[config.mk]
export PLATFORM = sky130hd
export DESIGN_NAME = gray_double_threshold_unit
export DESIGN_NICKNAME = d
export VERILOG_FILES = /design/src/hw/rtl/gdt_pkg.sv /design/src/hw/rtl/gray_double_threshold_unit.sv /design/src/hw/rtl/gdt_core.sv
export SDC_FILE = /design/constraint.sdc
export NUM_CORES = 1
export LEC_CHECK = 0
export BUFFER_PORTS_ARGS = -buffer_cell sky130_fd_sc_hd__buf_2
export CORE_ASPECT_RATIO = 1.25
export CORE_UTILIZATION = 60
export DETAILED_ROUTE_END_ITERATION = 16
export GPL_TIMING_DRIVEN = 0
export PLACE_DENSITY = 0.81
export SLEW_MARGIN = 20
export SYNTH_ARGS = -nofsm -noshare
export SYNTH_HDL_FRONTEND = slang
export SYNTH_SLANG_ARGS = --single-unit
[constraint.sdc]
create_clock -name clk_i -period 10 [get_ports clk_i]
set_input_delay 2 -clock clk_i [delete_from_list [all_inputs] [get_ports clk_i]]
set_output_delay 2 -clock clk_i [all_outputs]
set_load 0.02 [all_outputs]
[src/hw/rtl/gdt_pkg.sv]
`default_nettype none
// ----------------------------------------------------------------------------
// gdt_pkg
// Types and constants for the gray double threshold unit: pixel words,
// configuration word, register indexes, luma weights and marking colors.
// ----------------------------------------------------------------------------
package gdt_pkg;

  localparam int unsigned ChanW     = 8;
  localparam int unsigned CfgIndexW = 3;
  localparam int unsigned CfgDataW  = 8;

  // Luma weights in Q14; they sum to exactly 1 << 14.
  localparam int unsigned GrayShift = 14;
  localparam int unsigned AccW      = 23;
  localparam logic [AccW-1:0] CoefB     = AccW'(1868);
  localparam logic [AccW-1:0] CoefG     = AccW'(9617);
  localparam logic [AccW-1:0] CoefR     = AccW'(4899);
  localparam logic [AccW-1:0] GrayRound = AccW'(8192);

  localparam logic [ChanW-1:0] ChanMax  = 8'hff;
  localparam logic [ChanW-1:0] ChanZero = 8'h00;

  typedef enum logic [CfgIndexW-1:0] {
    CfgLowThreshold  = 3'd0,
    CfgHighThreshold = 3'd1,
    CfgMarkLowColor  = 3'd2,
    CfgMarkHighColor = 3'd3,
    CfgPreviewMode   = 3'd4,
    CfgGrayInput     = 3'd5
  } cfg_index_e;

  typedef struct packed {
    logic [ChanW-1:0] in_blue;
    logic [ChanW-1:0] in_green;
    logic [ChanW-1:0] in_red;
  } in_word_t;

  typedef struct packed {
    logic [ChanW-1:0] out_blue;
    logic [ChanW-1:0] out_green;
    logic [ChanW-1:0] out_red;
  } out_word_t;

  typedef struct packed {
    logic [ChanW-1:0] low_threshold;
    logic [ChanW-1:0] high_threshold;
    logic             mark_low_color;
    logic             mark_high_color;
    logic             preview_mode;
    logic             gray_input;
  } cfg_t;

endpackage : gdt_pkg
`default_nettype wire

[src/hw/rtl/gray_double_threshold_unit.sv]
`default_nettype none
// ----------------------------------------------------------------------------
// gray_double_threshold_unit
// Converts a BGR pixel (or a ready gray level) to luma and clips it against
// a low and a high threshold, with optional color marking for preview.
// ----------------------------------------------------------------------------
//  channel | signals                                   | direction
//  --------+-------------------------------------------+----------
//  in      | in_valid_i, in_stall_o, in_data_i         | to unit
//  out     | out_valid_o, out_stall_i, out_data_o      | from unit
//  cfg     | cfg_we_i, cfg_index_i, cfg_wdata_i        | to unit
//
//  One word is accepted per cycle while the input does not stall; each word
//  passes through the input register and then the result register.
//  Reset clears the valid flags and loads the register defaults.
//  A stall at the output holds the result; the input stalls only when both
//  the input register and the result register are full and the output stalls.
// ----------------------------------------------------------------------------
module gray_double_threshold_unit (
  input  wire                                clk_i,
  input  wire                                rst_ni,
  input  wire                                in_valid_i,
  output logic                               in_stall_o,
  input  wire gdt_pkg::in_word_t             in_data_i,
  output logic                               out_valid_o,
  input  wire                                out_stall_i,
  output gdt_pkg::out_word_t                 out_data_o,
  input  wire                                cfg_we_i,
  input  wire [gdt_pkg::CfgIndexW-1:0]       cfg_index_i,
  input  wire [gdt_pkg::CfgDataW-1:0]        cfg_wdata_i
);

  gdt_pkg::cfg_t      cfg_q;
  gdt_pkg::in_word_t  pix_q;
  logic               pix_valid_q;
  gdt_pkg::out_word_t res_d;
  gdt_pkg::out_word_t res_q;
  logic               res_valid_q;
  logic               res_free;
  logic               pix_free;

  assign res_free   = !res_valid_q || !out_stall_i;
  assign pix_free   = !pix_valid_q || res_free;
  assign in_stall_o = !pix_free;

  always_ff @(posedge clk_i or negedge rst_ni) begin
    if (!rst_ni) begin
      cfg_q.low_threshold   <= gdt_pkg::ChanZero;
      cfg_q.high_threshold  <= gdt_pkg::ChanMax;
      cfg_q.mark_low_color  <= 1'b0;
      cfg_q.mark_high_color <= 1'b0;
      cfg_q.preview_mode    <= 1'b0;
      cfg_q.gray_input      <= 1'b0;
    end else if (cfg_we_i) begin
      unique case (gdt_pkg::cfg_index_e'(cfg_index_i))
        gdt_pkg::CfgLowThreshold:  cfg_q.low_threshold   <= cfg_wdata_i;
        gdt_pkg::CfgHighThreshold: cfg_q.high_threshold  <= cfg_wdata_i;
        gdt_pkg::CfgMarkLowColor:  cfg_q.mark_low_color  <= cfg_wdata_i[0];
        gdt_pkg::CfgMarkHighColor: cfg_q.mark_high_color <= cfg_wdata_i[0];
        gdt_pkg::CfgPreviewMode:   cfg_q.preview_mode    <= cfg_wdata_i[0];
        gdt_pkg::CfgGrayInput:     cfg_q.gray_input      <= cfg_wdata_i[0];
        default: ;
      endcase
    end
  end

  always_ff @(posedge clk_i or negedge rst_ni) begin
    if (!rst_ni) begin
      pix_valid_q <= 1'b0;
      res_valid_q <= 1'b0;
    end else begin
      if (pix_free) begin
        pix_valid_q <= in_valid_i;
      end
      if (res_free) begin
        res_valid_q <= pix_valid_q;
      end
    end
  end

  always_ff @(posedge clk_i) begin
    if (pix_free && in_valid_i) begin
      pix_q <= in_data_i;
    end
    if (res_free && pix_valid_q) begin
      res_q <= res_d;
    end
  end

  gdt_core u_core (
    .pix_i (pix_q),
    .cfg_i (cfg_q),
    .pix_o (res_d)
  );

  assign out_valid_o = res_valid_q;
  assign out_data_o  = res_q;

  // The input stalls only with a word waiting in the input register.
  a_stall_needs_word: assert property (@(posedge clk_i) disable iff (!rst_ni)
    in_stall_o |-> pix_valid_q)
    else $error("input stalled with an empty input register");

  // A word in the input register moves to the result register when it is free.
  a_word_advances: assert property (@(posedge clk_i) disable iff (!rst_ni)
    (pix_valid_q && res_free) |=> res_valid_q)
    else $error("word lost between input and result register");

  // The result only drops after it was taken.
  a_result_taken: assert property (@(posedge clk_i) disable iff (!rst_ni)
    $fell(res_valid_q) |-> $past(!out_stall_i))
    else $error("result dropped while stalled");

  // A full pipeline with a stalled output must hold off the input.
  a_full_stalls: assert property (@(posedge clk_i) disable iff (!rst_ni)
    (pix_valid_q && res_valid_q && out_stall_i) |-> in_stall_o)
    else $error("input accepted into a full pipeline");

endmodule : gray_double_threshold_unit
`default_nettype wire

[src/hw/rtl/gdt_core.sv]
`default_nettype none
// ----------------------------------------------------------------------------
// gdt_core
// Combinational datapath: luma conversion, threshold ordering and the
// low / high / pass-through decision for one pixel.
// ----------------------------------------------------------------------------
module gdt_core (
  input  wire gdt_pkg::in_word_t  pix_i,
  input  wire gdt_pkg::cfg_t      cfg_i,
  output gdt_pkg::out_word_t pix_o
);

  logic [gdt_pkg::AccW-1:0]  acc;
  logic [gdt_pkg::AccW-gdt_pkg::GrayShift-1:0] luma_wide;
  logic [gdt_pkg::ChanW-1:0] luma;
  logic [gdt_pkg::ChanW-1:0] level;
  logic [gdt_pkg::ChanW-1:0] lo_thr;
  logic [gdt_pkg::ChanW-1:0] hi_thr;

  assign acc = gdt_pkg::CoefB * gdt_pkg::AccW'(pix_i.in_blue)
             + gdt_pkg::CoefG * gdt_pkg::AccW'(pix_i.in_green)
             + gdt_pkg::CoefR * gdt_pkg::AccW'(pix_i.in_red)
             + gdt_pkg::GrayRound;

  assign luma_wide = acc[gdt_pkg::AccW-1:gdt_pkg::GrayShift];

  // The weights sum to one, so the clamp never fires; it is kept as a guard.
  assign luma  = luma_wide[gdt_pkg::ChanW] ? gdt_pkg::ChanMax
                                           : luma_wide[gdt_pkg::ChanW-1:0];
  assign level = cfg_i.gray_input ? pix_i.in_blue : luma;

  // Reversed thresholds are swapped so that lo_thr never exceeds hi_thr.
  assign lo_thr = (cfg_i.low_threshold > cfg_i.high_threshold) ?
                  cfg_i.high_threshold : cfg_i.low_threshold;
  assign hi_thr = (cfg_i.low_threshold > cfg_i.high_threshold) ?
                  cfg_i.low_threshold : cfg_i.high_threshold;

  always_comb begin
    priority if (level <= lo_thr) begin
      // Yellow marking in preview, black otherwise.
      pix_o.out_blue = gdt_pkg::ChanZero;
      if (cfg_i.preview_mode && cfg_i.mark_low_color) begin
        pix_o.out_green = gdt_pkg::ChanMax;
        pix_o.out_red   = gdt_pkg::ChanMax;
      end else begin
        pix_o.out_green = gdt_pkg::ChanZero;
        pix_o.out_red   = gdt_pkg::ChanZero;
      end
    end else if (level >= hi_thr) begin
      // Red marking in preview, white otherwise.
      pix_o.out_red = gdt_pkg::ChanMax;
      if (cfg_i.preview_mode && cfg_i.mark_high_color) begin
        pix_o.out_blue  = gdt_pkg::ChanZero;
        pix_o.out_green = gdt_pkg::ChanZero;
      end else begin
        pix_o.out_blue  = gdt_pkg::ChanMax;
        pix_o.out_green = gdt_pkg::ChanMax;
      end
    end else begin
      pix_o.out_blue  = level;
      pix_o.out_green = level;
      pix_o.out_red   = level;
    end
  end

endmodule : gdt_core
`default_nettype wire

==> key figures <==
Detailed routing
  • DR pass1 iterations: 4
  • Drc violations: 0
  • Routed wire per std cell: 16.1 um
  • Post-route antenna net violation count: 0
  • DRT Wirelength: 17900 um
  • Detailed-route via count: 6125
  • Initial drt markers: 247
  • Via density: 5.50

Finish
  • # nets final: 1230
  • Share of layout cells above drive strength 1: 15.8%
  • Layout Utilization: 69.4%
  • Multi-input gate area: 5850 sq um
  • N_diodes: 0
  • Cell area after layout: 9670 sq um
  • Fill cells: 1035
  • Layout area overhead: 12.4%
  • FF/Latch Area: 2000 sq um

Global routing
  • Global router's overall resource usage: 26.5%
  • Initial antenna violation count: 0
  • Vias in the first global route: 6594
  • First-pass GRT wire length: 29700 um
  • GRT overflow: 0
  • Largest net degree at the start of global routing: 25

Placed design
  • Gp weighted congestion: 0.903
  • DP Area: 9190 sq um
  • Port bufs: 65
  • HPWL Detailed: 14900 um

STA
  • Slew Limit Fails: 0
  • Tmin final: 9600 ps
  • Setup Skew: 13.7 ps
  • Final Hold Fails: 0
  • F_max: 0.104 GHz
  • Tcrit/Tclk final: 96.0%
  • Worst-margin pin slew: 945 ps
  • Rel. slew slack: 36.1%
  • Setup violations, final: 0
  • Sum of negative setup slack: 0 ps

Clock tree
  • Clk pin slew, worst setup/hold paths: 60 ps
  • Root buf cell: clkbuf_16
  • Post-CTS Hold Fix Bufs: 0
  • Clock Latency Late Sink: 350 ps
  • Num CTS Buffers: 9
  • CTS Sinks: 70
  • Maximum clock path buffer count: 2
  • H-tree Lvls: 3
  • CTS tree: built

Setup path
  • Worst Path Required: 10180 ps
  • CP arrival: 9780 ps
  • Delay-heaviest family, CP: adder cells
  • Kind of critical path: reg -> reg
  • Worst Path Buf+Inv: 6
  • Crit path launch type: register
  • CP max stage delay: 570 ps
  • CP max FO: 10
  • Crit. End Element: register
  • CP max stage cell: fa_1

Yosys
  • Number of register bits inferred by synthesis: 70
  • Post-synth ARST share: 31.4%
  • Ys Warns: 0
  • Most common cell in the synthesized netlist: inv_1
  • Synth cell types: 58
  • Synth Net Count: 1143
  • Avg Inst Size Synth: 10.2 sq um
  • Synth top cells by count: inv_1 (213), ha_1 (170), fa_1 (87)
  • Cell count after synthesis: 846
  • Number of synthesized flops with an enable pin: 48
  • Post-synthesis cell area: 8610 sq um
  • Top cell type's share of synthesized area: 24.7%
  • Share of the yosys chip area belonging to registers: 23.3%
  • Yosys top cell by area: ha_1
  • Prevailing post-synth register cell: edfxtp_1
  • Leading post-synthesis cells by cell area: ha_1 (25%), fa_1 (20%), edfxtp_1 (17%)

Die
  • Die Ht: 136 um
  • Row cnt: 48
  • I/O Pins: 66
  • Core ar.: 13900 sq um
  • DIE AREA: 14800 sq um
  • Die W: 109 um
  • Initial Utilization: 61.8%

Job
  • Max cap viols: 0

Worst hold path
  • Min-delay worst type: reg -> reg

Status
  • Status: complete, no violations
cells in the final DEF (no fill, tap or decap), drive strengths merged, types with 4 or more instances in the layout:
master and instances:
clkbuf 12, nand2b 7, edfxtp 48, a21oi 31, mux2 13, nand3 11
nor3 10, nor2 27, o21a 7, nand4 5, mux2i 14, xnor2 14
dfrtp 14, a211oi 4, fa 87, buf 80, a21o 13, o21ai 40
nand2 39, inv 215, or2 5, dfstp 8, ha 170, and2 6
nor2b 5, and3 7
sequential cells by signal, summed over array words and instances, names as in the netlist:
| register | count |
|---|---|
| out_data_o | 24 |
| pix_q | 24 |
| cfg_q | 20 |
| pix_valid_q | 1 |
| out_valid_o | 1 |
repair_timing:
| item | 4_1_cts | 5_1_grt |
|---|---|---|
| endpoints found under the setup margin | 18 | 24 |
| pin swaps | 1 | 7 |
| resized for setup | 2 | 20 |
| setup buffers | 4 | 8 |
| hold endpoints to repair | 0 | 0 |
cell families after synthesis:
| logic type | after synthesis | synth area share (%) |
|---|---|---|
| AND/OR/NAND/NOR | 133 | 7.73 |
| adder cells (fa/ha/maj) | 257 | 44.9 |
| buffers and inverters | 220 | 9.61 |
| XOR/XNOR | 17 | 1.73 |
| AO/OA/AOI/OAI | 122 | 9.39 |
| flip-flops | 70 | 23.3 |
| multiplexers | 27 | 3.33 |
routing by layer:
metal  vias up  global-route usage, %  wire [um]
met2       141                   48.8       9690
met1      2964                   29.2       6680
li1       2966                      -          -
met4         0                   13.5        811
met3        54                   3.88        686
met5         -                      0          0
path summary, 6_finish.rpt:
check | from | end | slack (ps) | cells after the start
worst max-delay path | pix_q[22]$_DFFE_PP_ | out_data_o[14]$_DFFE_PP_ | 400 | 39
min in group asynchronous | rst_ni | cfg_q[12]$_DFFE_PN0P_ | 1610 | 1
max in group asynchronous | rst_ni | cfg_q[10]$_DFFE_PN1P_ | 8040 | 1
worst min register to register | pix_valid_q$_DFFE_PN0N_ | out_valid_o$_DFFE_PN0P_ | 500 | 1
worst max register to register | pix_q[22]$_DFFE_PP_ | out_data_o[14]$_DFFE_PP_ | 400 | 39
worst min-delay path | pix_valid_q$_DFFE_PN0N_ | out_valid_o$_DFFE_PN0P_ | 500 | 1
final cells by class:
class / instances / share of cell area (%)
Tap cell: 175 / 2.26
Multi-Input combinational cell: 556 / 60.5
Sequential cell: 70 / 20.7
Buffer: 5 / 0.285
Clock buffer: 9 / 2.33
Inverter: 213 / 8.27
Timing Repair Buffer: 78 / 4.58
Clock inverter: 7 / 1.10
stage by stage:
stage	std cells	hold WS [ps]	worst slack, ps
after floorplan	846	443	909
after global placement	1086	456	-72.6
after detailed placement	1087	485	-224
after CTS	1107	500	0.0586
after global routing	1113	523	-86.9
final	1113	496	396
Power is not shown: default switching activity piles up to over one toggle a cycle in this logic, so the estimate is an artifact.
